$ cat src/hw/rtl/cft_pkg.sv
// ----------------------------------------------------------------------------
// cft_pkg
// Shared types and codes for the CSV field tokenizer.
// ----------------------------------------------------------------------------
`default_nettype none

package cft_pkg;

    localparam int unsigned MODE_W = 3;

    localparam logic [MODE_W-1:0] MODE_EMPTY      = 3'd0;
    localparam logic [MODE_W-1:0] MODE_PLAIN      = 3'd1;
    localparam logic [MODE_W-1:0] MODE_PLAIN_ESC  = 3'd2;
    localparam logic [MODE_W-1:0] MODE_QUOTED     = 3'd3;
    localparam logic [MODE_W-1:0] MODE_QUOTED_ESC = 3'd4;
    localparam logic [MODE_W-1:0] MODE_CLOSED     = 3'd5;

    localparam logic [1:0] KIND_CONTENT    = 2'd0;
    localparam logic [1:0] KIND_FIELD_END  = 2'd1;
    localparam logic [1:0] KIND_RECORD_END = 2'd2;
    localparam logic [1:0] KIND_ERROR      = 2'd3;

    localparam logic [1:0] ERR_BACKSLASH = 2'd0;
    localparam logic [1:0] ERR_TEXT      = 2'd1;
    localparam logic [1:0] ERR_QUOTE     = 2'd2;
    localparam logic [1:0] ERR_COUNT     = 2'd3;

    localparam logic [7:0] CHR_COMMA     = 8'h2C;
    localparam logic [7:0] CHR_QUOTE     = 8'h22;
    localparam logic [7:0] CHR_BACKSLASH = 8'h5C;
    localparam logic [7:0] CHR_NEWLINE   = 8'h0A;
    localparam logic [7:0] CHR_SPACE     = 8'h20;

    localparam logic [31:0] LINE_MAX = 32'hFFFF_FFFF;

    typedef struct packed {
        logic [MODE_W-1:0] mode;
        logic              header_pending;
        logic [7:0]        header_fields;
        logic [7:0]        field_count;
        logic [31:0]       newlines_seen;
        logic              halted;
    } t_state;

    typedef struct packed {
        logic [1:0]  kind;
        logic [7:0]  content_byte;
        logic [7:0]  field_number;
        logic        is_header;
        logic [31:0] line_number;
        logic [1:0]  error_code;
    } t_result;

endpackage

`default_nettype wire

$ cat src/hw/rtl/cft_step.sv
// ----------------------------------------------------------------------------
// cft_step
// Next-state and result logic for one byte of CSV text.
// ----------------------------------------------------------------------------
`default_nettype none

module cft_step
    import cft_pkg::*;
#(
    parameter int unsigned FIELD_CAP = 255
) (
    input  wire t_state     i_state,
    input  wire logic [7:0] i_byte,
    output t_state          o_state,
    output logic            o_res_valid,
    output t_result         o_res
);

    localparam logic [7:0] CAP = 8'(FIELD_CAP);

    logic [MODE_W-1:0] w_mode;
    logic              w_nl;
    logic              w_sep;
    logic              w_inq;
    logic [31:0]       w_line;
    logic [7:0]        w_count;

    always_comb begin
        w_mode  = (i_state.mode > MODE_CLOSED) ? MODE_EMPTY : i_state.mode;
        w_nl    = (i_byte == CHR_NEWLINE);
        w_sep   = w_nl || (i_byte == CHR_COMMA);
        w_inq   = (w_mode == MODE_QUOTED) || (w_mode == MODE_QUOTED_ESC);
        w_line  = (i_state.newlines_seen == LINE_MAX) ? LINE_MAX
                                                      : i_state.newlines_seen + 32'd1;
        w_count = (i_state.field_count >= CAP) ? CAP : i_state.field_count + 8'd1;

        o_state                  = i_state;
        o_res_valid              = 1'b0;
        o_res.kind               = KIND_CONTENT;
        o_res.content_byte       = 8'd0;
        o_res.field_number       = i_state.field_count;
        o_res.is_header          = i_state.header_pending;
        o_res.line_number        = w_line;
        o_res.error_code         = ERR_BACKSLASH;

        if (!i_state.halted && !(i_byte < CHR_SPACE && !w_nl)) begin
            if (w_nl && i_state.newlines_seen != LINE_MAX) begin
                o_state.newlines_seen = i_state.newlines_seen + 32'd1;
            end
            o_state.mode = w_mode;
            if (w_mode == MODE_CLOSED && !w_sep) begin
                o_state.halted = 1'b1;
                o_res_valid    = 1'b1;
                o_res.kind     = KIND_ERROR;
                if (i_byte == CHR_BACKSLASH) begin
                    o_res.error_code = ERR_BACKSLASH;
                end else if (i_byte == CHR_QUOTE) begin
                    o_res.error_code = ERR_QUOTE;
                end else begin
                    o_res.error_code = ERR_TEXT;
                end
            end else if (w_mode == MODE_PLAIN_ESC || w_mode == MODE_QUOTED_ESC) begin
                o_state.mode       = (w_mode == MODE_PLAIN_ESC) ? MODE_PLAIN : MODE_QUOTED;
                o_res_valid        = 1'b1;
                o_res.content_byte = i_byte;
            end else if (i_byte == CHR_BACKSLASH) begin
                o_state.mode = w_inq ? MODE_QUOTED_ESC : MODE_PLAIN_ESC;
            end else if (i_byte == CHR_QUOTE) begin
                if (w_mode == MODE_EMPTY) begin
                    o_state.mode = MODE_QUOTED;
                end else if (w_mode == MODE_QUOTED) begin
                    o_state.mode = MODE_CLOSED;
                end else begin
                    o_state.mode       = MODE_PLAIN;
                    o_res_valid        = 1'b1;
                    o_res.content_byte = i_byte;
                end
            end else if (w_sep && !w_inq) begin
                o_state.mode = MODE_EMPTY;
                o_res_valid  = 1'b1;
                if (!w_nl) begin
                    o_state.field_count = w_count;
                    o_res.kind          = KIND_FIELD_END;
                end else if (i_state.header_pending) begin
                    o_state.header_fields  = w_count;
                    o_state.header_pending = 1'b0;
                    o_state.field_count    = 8'd0;
                    o_res.kind             = KIND_RECORD_END;
                end else if (w_count != i_state.header_fields) begin
                    o_state.halted      = 1'b1;
                    o_state.field_count = w_count;
                    o_res.kind          = KIND_ERROR;
                    o_res.error_code    = ERR_COUNT;
                end else begin
                    o_state.field_count = 8'd0;
                    o_res.kind          = KIND_RECORD_END;
                end
            end else begin
                o_state.mode       = w_inq ? MODE_QUOTED : MODE_PLAIN;
                o_res_valid        = 1'b1;
                o_res.content_byte = i_byte;
            end
        end
    end

endmodule

`default_nettype wire

$ cat src/hw/rtl/cft_out_stage.sv
// ----------------------------------------------------------------------------
// cft_out_stage
// Result register between the step logic and the output stream.
// ----------------------------------------------------------------------------
`default_nettype none

module cft_out_stage
    import cft_pkg::*;
(
    input  wire logic    i_clk,
    input  wire logic    i_rst_n,
    input  wire logic    i_load,
    input  wire t_result i_res,
    input  wire logic    i_ready,
    output logic         o_can_load,
    output logic         o_valid,
    output t_result      o_res
);

    logic    r_valid;
    t_result r_res;

    always_ff @(posedge i_clk) begin
        if (!i_rst_n) begin
            r_valid <= 1'b0;
        end else if (i_load) begin
            r_valid <= 1'b1;
        end else if (i_ready) begin
            r_valid <= 1'b0;
        end
    end

    always_ff @(posedge i_clk) begin
        if (i_load) begin
            r_res <= i_res;
        end
    end

    assign o_can_load = !r_valid || i_ready;
    assign o_valid    = r_valid;
    assign o_res      = r_res;

endmodule

`default_nettype wire

$ cat src/hw/rtl/csv_field_tokenizer.sv
// ----------------------------------------------------------------------------
// csv_field_tokenizer
// Splits CSV text into field content words, field ends, record ends and errors.
// ----------------------------------------------------------------------------
// The block takes one byte per clock cycle while the output is free, and gives
// at most one result word per byte. The byte is held in the input register, and
// its result word is registered in the result register that drives the output.
// The field mode update is a small next-state table between the two registers,
// so a byte can follow in every cycle while the output is taken. A result word
// that is held on the output stalls the input, even for bytes that give no
// result. The first line is the header; a later line with another field count
// gives a count mismatch error, and any error halts the block until reset.
`default_nettype none

module csv_field_tokenizer
    import cft_pkg::*;
#(
    parameter int unsigned MAX_FIELDS = 255
) (
    input  wire logic        i_clk,
    input  wire logic        i_rst_n,
    input  wire logic        i_s_axis_tvalid,
    output logic             o_s_axis_tready,
    input  wire logic [7:0]  i_s_axis_tdata,   // [7:0] data_byte
    output logic             o_m_axis_tvalid,
    input  wire logic        i_m_axis_tready,
    output logic [55:0]      o_m_axis_tdata,   // [7:0] content_byte, [15:8] field_number,
                                               // [16] is_header, [48:17] line_number,
                                               // [50:49] error_code, [55:51] zero
    output logic [1:0]       o_m_axis_tuser    // [1:0] out_kind
);

    localparam int unsigned FIELD_CAP = (MAX_FIELDS < 255) ? MAX_FIELDS : 255;

    logic       r_in_valid;
    logic [7:0] r_in_byte;
    t_state     r_state;
    t_state     n_state;
    logic       w_res_valid;
    t_result    w_res;
    t_result    w_out_res;
    logic       w_can_load;
    logic       w_adv;

    assign w_adv           = r_in_valid && w_can_load;
    assign o_s_axis_tready = !r_in_valid || w_adv;

    always_ff @(posedge i_clk) begin
        if (!i_rst_n) begin
            r_in_valid <= 1'b0;
        end else if (o_s_axis_tready) begin
            r_in_valid <= i_s_axis_tvalid;
        end
    end

    always_ff @(posedge i_clk) begin
        if (o_s_axis_tready && i_s_axis_tvalid) begin
            r_in_byte <= i_s_axis_tdata;
        end
    end

    always_ff @(posedge i_clk) begin
        if (!i_rst_n) begin
            r_state.mode           <= MODE_EMPTY;
            r_state.header_pending <= 1'b1;
            r_state.header_fields  <= 8'd0;
            r_state.field_count    <= 8'd0;
            r_state.newlines_seen  <= 32'd0;
            r_state.halted         <= 1'b0;
        end else if (w_adv) begin
            r_state <= n_state;
        end
    end

    cft_step #(
        .FIELD_CAP (FIELD_CAP)
    ) u_step (
        .i_state     (r_state),
        .i_byte      (r_in_byte),
        .o_state     (n_state),
        .o_res_valid (w_res_valid),
        .o_res       (w_res)
    );

    cft_out_stage u_out (
        .i_clk      (i_clk),
        .i_rst_n    (i_rst_n),
        .i_load     (w_adv && w_res_valid),
        .i_res      (w_res),
        .i_ready    (i_m_axis_tready),
        .o_can_load (w_can_load),
        .o_valid    (o_m_axis_tvalid),
        .o_res      (w_out_res)
    );

    assign o_m_axis_tdata = {5'd0, w_out_res.error_code, w_out_res.line_number,
                             w_out_res.is_header, w_out_res.field_number,
                             w_out_res.content_byte};
    assign o_m_axis_tuser = w_out_res.kind;

endmodule

`default_nettype wire

$ cat config.mk
export PLATFORM = sky130hd
export DESIGN_NAME = csv_field_tokenizer
export DESIGN_NICKNAME = d
export VERILOG_FILES = /design/src/hw/rtl/cft_pkg.sv /design/src/hw/rtl/cft_step.sv /design/src/hw/rtl/cft_out_stage.sv /design/src/hw/rtl/csv_field_tokenizer.sv
export SDC_FILE = /design/constraint.sdc
export NUM_CORES = 1
export LEC_CHECK = 0
export ABC_AREA = 0
export CAP_MARGIN = 10
export CORE_ASPECT_RATIO = 0.7
export CORE_UTILIZATION = 30
export CTS_CLUSTER_SIZE = 16
export DETAILED_ROUTE_END_ITERATION = 10
export DONT_BUFFER_PORTS = 1
export PLACE_DENSITY = 0.5
export SYNTH_ARGS = -nofsm -noshare
export SYNTH_HDL_FRONTEND = slang
export SYNTH_SLANG_ARGS = --single-unit
$ cat constraint.sdc
create_clock -name i_clk -period 4 [get_ports i_clk]
set_clock_uncertainty 0.15 [all_clocks]
set_input_delay 0.2 -clock i_clk [delete_from_list [all_inputs] [get_ports i_clk]]
set_output_delay 0.2 -clock i_clk [all_outputs]
set_load 0.05 [all_outputs]
Yosys cells after proc, flatten, opt, wreduce, memory -nomap -nowiden
Cells that the tools add are included.

word-level totals
  flip-flop bits (word level) = 116
  input port bits = 12
  output and inout port bits = 60
  word-level logic and storage cells = 133

cells by class
  $add $sub $neg = 2
  $lt $le $gt $ge = 3
  equality and inequality tests = 15
  multiplexer cells = 61
  bitwise gates (word level) = 5
  reduce and logical (&&, ||, !) cells = 32

operator list
  cell                                                                  number
  8-bit 2-to-1 mux                                                      10
  17-bit 2-to-1 mux                                                     4
  2-bit 2-to-1 mux                                                      17
  32-bit by 1-bit adder with 32-bit output, second input constant       1
  32-bit == test, second input constant                                 1
  32-bit != test, second input constant                                 1
  3-bit 2-to-1 mux                                                      8
  20-bit 2-to-1 mux                                                     1
  1-bit 2-to-1 mux                                                      19
  9-bit AND reduction                                                   2
  8-bit by 6-bit == test with 1-bit output, second input constant       2
  10-bit 2-to-1 mux                                                     1
  9-bit 2-to-1 mux                                                      1
  8-bit by 1-bit adder with 8-bit output, second input constant         1
  8-bit by 4-bit == test with 1-bit output, second input constant       1
  8-bit by 7-bit == test with 1-bit output, second input constant       1
  8-bit >= comparator, second input constant                            1
  1-bit logical AND                                                     8
  8-bit by 6-bit < comparator with 1-bit output, second input constant  1
  2-bit by 1-bit != test with 1-bit output, second input constant       4
  8-bit != test                                                         1
  8-bit AND reduction                                                   1
  2-bit nonzero test                                                    4
  1-bit logical NOT                                                     7
  10 further kinds                                                      20

Depth between registers and ports, before layout
Gate-level depths: netlist (run 1).

  word-level depth = 12
  mapped depth = 9

By module
A second synthesis (run 1) with hierarchy kept.

second synthesis, totals
  cell total of the unflattened synthesis = 730
  area, all modules = 6567.5 µm²

by module, submodules not included
  module               instances  cells each  area each (µm²)
  csv_field_tokenizer  1          263         2464.9
  cft_step             1          410         2462.4
  cft_out_stage        1          57          1640.3

Worst setup path after synthesis (run 1)
No wires, ideal clock.

  kind = reg2reg
  from = reg r_in_byte[0]
  to = reg u_out.r_res (netlist bit u_out.o_res[0]) (enable)
  arrival time = 3750 ps
  data required time = 3384 ps
  slack = -366 ps
  cell stages (with the launch flop) = 5
  path buffers = 0
  cells stage by stage = edfxtp_1 or3b_4 or2_4 a211o_2 nor2_1

between the ends
  word-level cells in the longest chain between the ends = 7

ends and longest elaborated chain
  what                                                              line                            source
  start: declaration                                                csv_field_tokenizer.sv:36       logic [7:0] r_in_byte;
  start signal: assignment                                          csv_field_tokenizer.sv:58       r_in_byte <= i_s_axis_tdata;
  8-bit by 6-bit == test with 1-bit output (tied with other cells)  cft_step.sv:68                  end else if (i_byte == CHR_QUOTE) begin
  1-bit 2-to-1 mux (tied with other cells)                          cft_step.sv:68
  1-bit 2-to-1 mux (tied with other cells)                          cft_step.sv:66                  end else if (i_byte == CHR_BACKSLASH) begin
  1-bit 2-to-1 mux (tied with other cells)                          cft_step.sv:62                  end else if (w_mode == MODE_PLAIN_ESC || w_mode == MODE_QUOTED_ESC) begin
  1-bit 2-to-1 mux or 1-bit logical AND (tied branches)             cft_step.sv:51, cft_step.sv:46
  1-bit 2-to-1 mux *                                                cft_step.sv:46                  if (!i_state.halted && !(i_byte < CHR_SPACE && !w_nl)) begin
  1-bit logical AND *                                               csv_field_tokenizer.sv:88       .i_load (w_adv && w_res_valid),
  named net u_out.i_load                                            cft_out_stage.sv:12             input wire logic i_load,
  end signal: assignment                                            cft_out_stage.sv:35             r_res <= i_res;
  end: declaration                                                  cft_out_stage.sv:21             t_result r_res;

The timed path passes the listed nets; every way through them passes the cells marked *.
A chain may end at the register's enable or synchronous reset.

Final worst setup path (run 1)
  from = reg r_in_byte[0]
  to = reg r_state[6] in the netlist's numbering

between the ends
  word-level cells in the longest chain between the ends = 6

ends and longest elaborated chain
  what                                                                                   line                       source
  branches (longest 5 deep; another with 8-bit by 6-bit < comparator with 1-bit output)  -
  3-bit AND reduction (no line) *                                                        -
  end signal: assignment                                                                 csv_field_tokenizer.sv:71  r_state <= n_state;
  end: declaration                                                                       csv_field_tokenizer.sv:37  t_state r_state;

Every way passes the cells marked *.

==> results.py, run 1 <==
metrics = {
    "timing": {
        "slew_headroom_pct": 39.60,
        "worst_slew_pin_slew_ps": 897.7,
        "period_share_pct": 77.23,
        "setup_viol": 0,
        "fmax_mhz": 323.7,
        "drv_slew": 0,
        "fin_ws_ps": 910.8,
        "tns_ps": 0,
        "finalHoldViolCount": 0,
        "rsz0062_at_grt": "no",
        "final.min_clock_period_ps": 3089,
    },
    "setup_path": {
        "worst-path-buf-inv": 0,
        "cp.arrival_ps": 3250,
        "cp-end-kind": "flop",
        "crit_slowest_cell": "o21a_1",
        "cpPeakStageDelay_ps": 740,
        "path_cells": "or3b_4, or2_4, nor4_4, o21a_1, nand4_1, xnor2_1, and2_1",
        "cp_top_family": "simple AND/OR/NAND/NOR gates",
        "required_ps": 4160,
        "path_max_fanout": 22,
        "criticalPathCategory": "flop to flop",
        "crit_path_start_kind": "flop",
    },
    "die": {
        "die_width_um": 165.4,
        "initial_core_util_pct": 30.87,
        "die_h_um": 116.4,
        "design.die.area_sq_um": 19240,
        "ios": 72,
        "num_rows": 41,
        "core_sq_um": 18160,
    },
    "routing": {
        "ant_nets": 0,
        "first_pass_iters": 8,
        "dr_total_vias": 3977,
        "drc": 6,
        "drt_first_iter_violations": 221,
        "routedWlPerCell_um": 15.33,
        "vias_per_cell": 4.904,
        "wl_um": 12440,
    },
    "power": {
        "ir_drop_uv": 171.4,
        "power_density_nw_per_um2": 467.0,
        "p_int_uw": 2357,
        "p_switching_uw": 709.1,
        "comb_power_share_pct": 2.9,
        "p_clk_share_pct": 51.3,
        "swShare_pct": 23.13,
        "leakagePower_uw": 0.002295,
        "sequentialPowerShare_pct": 45.8,
    },
    "run": {
        "maxCapViolations": 0,
    },
    "clock_network": {
        "clock_latency_ps": 420,
        "clock_path_buffers": 2,
        "cts_htree_levels": 4,
        "cts.clk_slew.worst_paths_ps": 60,
        "cts_repair_resize_count": 0,
        "clockRootBuffer": "clkbuf_16",
        "cts_tree": "done",
        "cts.sinks": 116,
        "numCtsBuffers": 17,
        "post-cts-setup-buffers": 0,
    },
    "cells_and_area": {
        "mostFrequentLayoutCells": "nand2_1 (78), edfxtp_1 (61), dfxtp_1 (55)",
        "syn2layout_area_growth_pct": 17.14,
        "layout_commonest_cell": "nand2_1",
        "final_core_util_pct": 36.16,
        "regArea_sq_um": 2933,
        "final_cells": 811,
        "post_route_cells_drive_above_1_share_pct": 10.61,
        "final_nets": 576,
        "multi_input_area_sq_um": 2530,
        "fin_area_sq_um": 6566,
        "num_antenna_cells": 0,
        "fillers": 1847,
    },
    "yosys": {
        "netlist_area_sq_um": 5605,
        "avgSynthCellArea_sq_um": 10.27,
        "synth_edf_count": 61,
        "synthCells": 546,
        "yosysWarningCount": 0,
        "synth_cell_type_count": 67,
        "yosys_register_bits": 116,
        "async_flop_share_pct": 0,
        "synthFlopType": "edfxtp_1",
        "synth_seq_area_share_pct": 52.32,
    },
    "grt": {
        "grt_max_degree": 50,
        "grt_antenna_before_repair": 0,
        "grt_pass1_wl_um": 20070,
        "grt-ovfl-total": 0,
        "grt_use_total_pct": 13.92,
        "grt_pass1_vias": 3790,
    },
    "run_status": {
        "status": "finished, violations left",
        "failed_checks": "DRC",
    },
    "placement": {
        "placed_area_sq_um": 5811,
        "portBuffers": 0,
        "place_ws_ps": 895.9,
        "hpwl_um": 8731,
        "gp_congestion": 0.8086,
        "dp.cells": 766,
    },
    "hold_path": {
        "min_path_type": "primary input to flop",
    },
}
## synth_stat cells, types with 14 or more instances
library cell  instances  share of area, %
nand2_1              78               5.2
and3_1               14               1.6
xor2_1               22               3.4
xnor2_1              35               5.5
nand3_1              25               2.2
and2_1               22               2.5
dfxtp_1              55                20
nor2_1               32               2.1
nor2b_1              23               2.6
nor3_1               15               1.3
edfxtp_1             61                33
a21oi_1              15               1.3
## registers in the layout, indices dropped and copies added (netlist names)
register       cells
r_state           53
u_out.o_res       53
r_in_byte          8
r_in_valid         1
u_out.o_valid      1
## metrics by stage
stage	hold WS, ps	power [uW]
floorplan	148.9	1487
global placement	122.1	1499
detailed placement	123.4	1501
CTS	16.82	3104
global route	48.95	3167
finish	35.79	3066
## cell families after synthesis
group | synth area share, %
other | 0.06690
XOR/XNOR | 8.906
buffers and inverters | 2.946
AO/OA/AOI/OAI | 8.281
multiplexers | 1.652
AND/OR/NAND/NOR | 25.38
adder cells (fa/ha/maj) | 0.4464
flip-flops | 52.32
## final cells by class
class | instances | share of cell area (%)
repair buffers | 17 | 2.591
flip-flops and latches | 116 | 44.66
well taps | 236 | 4.497
clock buffers | 18 | 6.536
inverters | 6 | 0.3430
multi-input cells | 404 | 38.53
clock inverters | 14 | 2.839
## worst paths after layout
check	start	end	slack [ps]	cells after the start
setup / recovery	r_in_byte[0]	r_state[6]	910	7
setup reg to reg	r_in_byte[0]	r_state[6]	910	7
hold reg to reg	r_in_valid	r_in_valid	380	2
hold / removal	i_rst_n	r_state[34]	40	3
## tightest hold or removal path, stage by stage
cell and delay, ps:
nor2b_1 190, nand2_1 100, o31ai_1 70
## routing by layer
metal  share of wire, %  global-route usage, %  vias up
met5                  0                      0        -
met4                1.4                  4.667        0
met1                 53                  20.01     1894
met2                 39                  18.80      107
li1                   -                      -     1961
met3                5.9                  5.291       15
## power groups by stage
stage	logic [uW]	clock network, uW	registers [uW]
after CTS	90.0	1610	1410
after global routing	97.0	1660	1410
after global placement	69.9	0	1430
after floorplan	63.7	0	1420
after detailed placement	71.7	0	1430
final	88.4	1570	1400
## timing repair
action	4_1_cts	5_1_grt
setup endpoints to repair	0	0
hold endpoints to repair	58	0
hold buffers	13	0
(Power assumes the default switching activity.)
==> run 2, diff against run 1 <==
--- a/config.mk
+++ b/config.mk
@@ -12,7 +12,7 @@
 export CTS_CLUSTER_SIZE = 16
 export DETAILED_ROUTE_END_ITERATION = 10
 export DONT_BUFFER_PORTS = 1
-export PLACE_DENSITY = 0.5
+export PLACE_DENSITY = 0.49
 export SYNTH_ARGS = -nofsm -noshare
 export SYNTH_HDL_FRONTEND = slang
 export SYNTH_SLANG_ARGS = --single-unit
==> constraint.sdc (replaced) <==
create_clock -name i_clk -period 3.09 [get_ports i_clk]
set_clock_uncertainty 0.15 [all_clocks]
set_input_delay 0.1545 -clock i_clk [delete_from_list [all_inputs] [get_ports i_clk]]
set_output_delay 0.1545 -clock i_clk [all_outputs]
set_load 0.05 [all_outputs]
==> run 2 against run 1 <==
The run still ends with DRC left. Total power increased by 29%. Global-route usage increased by 0.46 points. Sequential power is 29% higher. Via count is 2.0% higher. Count of clock-buffer cells in the layout is 1 lower. Maximum frequency up 8.9%. Design area is 1.4% higher. Largest cell class unchanged. Largest power group unchanged. Highest routed layer unchanged.
==> results.py, run 2 (synthesis gave the netlist of run 1 again) <==
metrics = {
    "routing": {
        "vias_per_cell": 4.928,
        "first_pass_iters": 8,
        "drt_first_iter_violations": 300,
        "drc": 10,
        "routedWlPerCell_um": 15.87,
        "dr_total_vias": 4056,
        "ant_nets": 0,
        "wl_um": 13060,
    },
    "setup_path": {
        "cp.arrival_ps": 3000,
        "cp_top_family": "simple AND/OR/NAND/NOR gates",
        "required_ps": 3260,
        "path_max_fanout": 12,
        "worst-path-buf-inv": 0,
        "cpPeakStageDelay_ps": 530,
        "crit_slowest_cell": "and3_1",
        "crit_path_start_kind": "flop",
        "path_cells": "or3b_4, or2_4, a211o_2, nor2_4, and3_1, mux2i_1, nor2b_1",
        "criticalPathCategory": "flop to flop",
        "cp-end-kind": "flop",
    },
    "run_status": {
        "status": "finished, violations left",
        "failed_checks": "DRC",
    },
    "die": {
        "design.die.area_sq_um": 19240,
        "ios": 72,
        "die_h_um": 116.4,
        "num_rows": 41,
        "die_width_um": 165.4,
        "initial_core_util_pct": 30.87,
        "core_sq_um": 18160,
    },
    "grt": {
        "grt_pass1_vias": 3786,
        "grt-ovfl-total": 0,
        "grt_antenna_before_repair": 0,
        "grt_pass1_wl_um": 20600,
        "grt_use_total_pct": 14.38,
        "grt_max_degree": 50,
    },
    "timing": {
        "drv_slew": 0,
        "tns_ps": 0,
        "period_share_pct": 91.80,
        "worst_slew_pin_slew_ps": 958.8,
        "fin_ws_ps": 253.5,
        "slew_headroom_pct": 35.55,
        "final.min_clock_period_ps": 2837,
        "fmax_mhz": 352.5,
        "rsz0062_at_grt": "no",
        "setup_viol": 0,
        "finalHoldViolCount": 0,
    },
    "clock_network": {
        "cts_repair_resize_count": 0,
        "clock_path_buffers": 2,
        "cts_htree_levels": 4,
        "numCtsBuffers": 17,
        "cts.sinks": 116,
        "clock_latency_ps": 430,
        "cts.clk_slew.worst_paths_ps": 60,
        "ctsHoldBuffers": 13,
        "post-cts-setup-buffers": 0,
        "cts_tree": "done",
        "clockRootBuffer": "clkbuf_16",
    },
    "power": {
        "ir_drop_uv": 300.1,
        "leakagePower_uw": 0.002362,
        "power_density_nw_per_um2": 595.7,
    },
    "cells_and_area": {
        "post_route_cells_drive_above_1_share_pct": 12.61,
        "num_antenna_cells": 0,
        "layout_commonest_cell": "nand2_1",
        "fillers": 1810,
        "mostFrequentLayoutCells": "nand2_1 (78), edfxtp_1 (61), dfxtp_1 (55)",
        "fin_area_sq_um": 6661,
        "final_nets": 588,
        "syn2layout_area_growth_pct": 18.84,
    },
    "placement": {
        "portBuffers": 0,
        "hpwl_um": 9022,
        "gp_congestion": 0.8316,
        "placed_area_sq_um": 5913,
        "place_ws_ps": 268.4,
    },
    "hold_path": {
        "min_path_type": "primary input to flop",
    },
    "run": {
        "maxCapViolations": 0,
    },
}
## run 2: cell count changes in the layout (fill, tap and decap cells not counted), sizes merged
cell / previous run / this run
buf: 5 / 17
clkinvlp: 5 / 4
bufinv: 4 / 3
clkinv: 5 / 6
clkbuf: 18 / 17
inv: 6 / 8
## run 2: final timing paths
path	cells after the start	slack, ps	startpoint	to
worst max-delay path	7	250	r_in_byte[0]	r_state[48]
worst min register to register	1	380	r_state[1]	u_out.o_res[2]
worst max register to register	7	250	r_in_byte[0]	r_state[48]
worst min-delay path	1	20	i_s_axis_tvalid	r_in_byte[7]
## run 2: layout make-up
| cell class | instances | area [sq um] | share of cell area [%] |
|---|---|---|---|
| Timing Repair Buffer | 29 | 272.8 | 4.095 |
| Tap cell | 236 | 295.3 | 4.433 |
| Sequential cell | 116 | 2933 | 44.03 |
| Clock inverter | 15 | 182.7 | 2.742 |
| Inverter | 6 | 22.52 | 0.3381 |
| Clock buffer | 17 | 425.4 | 6.386 |
| Multi-Input combinational cell | 404 | 2530 | 37.98 |
## run 2: routing by layer
layer  global-route usage [%]  part of all wire [%]
met1                    20.88                    52
met2                    18.86                    39
met3                    5.753                   7.1
met4                    5.030                   1.6
met5                        0                     0
## run 2: power by group
part	switching, uW	total (uW)	internal (uW)
combinational	79.4	121	42.1
clock	762	2030	1270
sequential	144	1810	1670
## run 2: stage by stage
step / hold slack, ps / total power [uW] / utilization, % / std cells
after floorplan: 103.4 / 1924 / - / 550
after CTS: 2.180 / 4006 / 36.68 / 823
after global routing: 14.01 / 4096 / 36.68 / 823
after global placement: 82.98 / 1944 / 32.56 / 778
after detailed placement: 86.49 / 1946 / 32.56 / 778
final: 15.49 / 3968 / 36.68 / 823
==> run 3, diff against run 2 <==
--- a/config.mk
+++ b/config.mk
@@ -15,4 +15,5 @@
 export PLACE_DENSITY = 0.49
 export SYNTH_ARGS = -nofsm -noshare
 export SYNTH_HDL_FRONTEND = slang
+export SYNTH_HIERARCHICAL = 1
 export SYNTH_SLANG_ARGS = --single-unit
==> run 3 against run 2 <==
The flow now finishes without violations. Non-clock buffer count grew 17. Maximum frequency down 2.3%. Critical path depth is 3 higher. Largest cell class is now multi-input combinational cells. Largest power group unchanged.
==> results.py, run 3 <==
metrics = {
    "grt": {
        "grt_max_degree": 108,
        "grt-ovfl-total": 0,
        "grt_pass1_vias": 4915,
        "grt_pass1_wl_um": 27410,
        "grt_use_total_pct": 15.87,
        "grt_antenna_before_repair": 0,
    },
    "placement": {
        "gp_congestion": 0.9266,
        "portBuffers": 0,
        "hpwl_um": 11650,
    },
    "timing": {
        "whs_ps": 11.10,
        "period_share_pct": 93.95,
        "final.min_clock_period_ps": 2903,
        "worst_slew_pin_slew_ps": 570.1,
        "finalHoldViolCount": 0,
        "slew_headroom_pct": 61.94,
        "drv_slew": 0,
        "setup_viol": 0,
        "rsz0062_at_grt": "no",
        "tns_ps": 0,
        "fmax_mhz": 344.5,
    },
    "yosys": {
        "synth_edf_count": 61,
        "yosysWarningCount": 6,
        "synthCells": 730,
        "netlist_area_sq_um": 6568,
        "synth_top_family_by_area": "simple AND/OR/NAND/NOR gates",
        "synthSimpleGateAreaFrac_pct": 24.94,
        "avgSynthCellArea_sq_um": 8.997,
        "synthAdderAreaFrac_pct": 0.5334,
        "yosys_register_bits": 116,
        "synth.top_cell.area_share_pct": 27.89,
        "synth_xor_area_share_pct": 7.468,
        "synth_seq_area_share_pct": 44.66,
        "synthMuxAreaShare_pct": 1.524,
        "synth_top_area_cell": "edfxtp_1",
        "yosysMostFrequentCell": "nand2_1",
        "ys_top_cells_by_count": "nand2_1 (131), nand4_1 (65), edfxtp_1 (61)",
        "async_flop_share_pct": 0,
        "synthFlopType": "edfxtp_1",
        "synth_cell_type_count": 67,
        "yosys-top-cells-area": "edfxtp_1 (28%), dfxtp_1 (17%), nand2_1 (7.5%)",
        "synth_compound_area_share_pct": 13.47,
    },
    "clock_network": {
        "cts.sinks": 116,
        "cts.clk_slew.worst_paths_ps": 60,
        "clockRootBuffer": "clkbuf_16",
        "cts_tree": "done",
        "clock_path_buffers": 2,
        "clock_latency_ps": 420,
        "post-cts-setup-buffers": 0,
        "cts_htree_levels": 4,
        "numCtsBuffers": 17,
    },
    "routing": {
        "routedWlPerCell_um": 17.31,
        "ant_nets": 0,
        "first_pass_iters": 5,
        "dr_total_vias": 5410,
        "wl_um": 17640,
        "vias_per_cell": 5.309,
        "drt_first_iter_violations": 442,
        "drc": 0,
    },
    "cells_and_area": {
        "syn2layout_area_growth_pct": 13.95,
        "post_route_cells_drive_above_1_share_pct": 13.73,
        "final_nets": 744,
        "layout_commonest_cell": "nand2_1",
        "num_antenna_cells": 0,
        "mostFrequentLayoutCells": "nand2_1 (131), nand4_1 (65), edfxtp_1 (61)",
    },
    "power": {
        "leakagePower_uw": 0.002631,
        "p_total_uw": 3836,
        "power_density_nw_per_um2": 512.6,
        "ir_drop_uv": 319.7,
    },
    "die": {
        "die_h_um": 125.8,
        "initial_core_util_pct": 31.15,
        "die_width_um": 178.8,
        "design.die.area_sq_um": 22500,
        "core_sq_um": 21090,
        "num_rows": 44,
        "ios": 72,
    },
    "run_status": {
        "status": "finished clean",
    },
    "setup_path": {
        "cp-end-kind": "flop",
        "path_max_fanout": 9,
        "required_ps": 3240,
        "cp.arrival_ps": 3060,
        "criticalPathCategory": "flop to flop",
        "crit_path_start_kind": "flop",
    },
    "run": {
        "maxCapViolations": 0,
    },
    "hold_path": {
        "min_path_type": "primary input to flop",
    },
}
## run 3: cell count changes after synthesis, sizes merged, moves of 19 or more
cell   change
nand2     +54
nor2b     -19
buf       +41
o21ai     +61
nand4     +56
## run 3: cell families (layout without fill, tap and decap cells)
kind of cell / after synthesis / count (layout)
adder cells (fa/ha/maj): 3 / 3
other: 1 / 5
XOR/XNOR: 56 / 56
AND/OR/NAND/NOR: 331 / 331
flip-flops: 116 / 116
multiplexers: 9 / 9
AO/OA/AOI/OAI: 135 / 135
buffers and inverters: 79 / 88
## run 3: final timing paths
check,from,endpoint,slack [ps],cells past startpoint
max,r_state[33],r_state[35],190,10
min reg2reg,r_state[49],u_out/o_res[34],350,0
min,i_s_axis_tvalid,r_in_byte[5],10,1
max reg2reg,r_state[33],r_state[35],190,10
## run 3: layout make-up
type | count | area, sq um
well taps | 276 | 345.3
repair buffers | 46 | 440.4
clock inverters | 11 | 86.33
flip-flops and latches | 116 | 2933
inverters | 10 | 37.54
fillers | 2127 | 13600
multi-input cells | 539 | 3191
clock buffers | 21 | 450.4
## run 3: layer usage
metal	share of wire (%)	GRT usage [%]	up-vias
li1	-	-	2588
met1	53	24.36	2620
met2	40	20.85	186
met3	6.7	4.891	16
met4	0.74	4.187	0
met5	0	0	-
## run 3: power breakdown
| group | internal, uW | switching [uW] |
|---|---|---|
| registers | 1670 | 150 |
| logic | 47.1 | 124 |
| clock network | 1110 | 731 |
| total | 2830 | 1010 |
## run 3: worst max-delay path, stage by stage, from the launching register on
cell and delay, ps:
dfxtp_1 340, ha_1 270, nand2_1 150, or3_1 490, nand4_1 170, a31oi_2 150, o41ai_4 470, a21oi_1 120
o41a_1 320, nand4_1 90, o21ai_1 70
## run 3: stage by stage
step                      worst slack (ps)  cell area [sq um]  utilization (%)  cells
final                                186.9               7483            35.49   1019
after global routing                 2.049               7483            35.49   1019
after CTS                            116.8               7462            35.39   1019
after detailed placement             162.3               6798            32.24    976
after global placement               234.5               6798            32.24    976
after floorplan                      30.80               6584                -    734
## run 3: repair_timing
item                                    in CTS  in global routing
hold buffers                                11                  0
gates resized for setup                      0                  3
endpoints found under the setup margin       0                 12
hold endpoints to repair                    63                  0
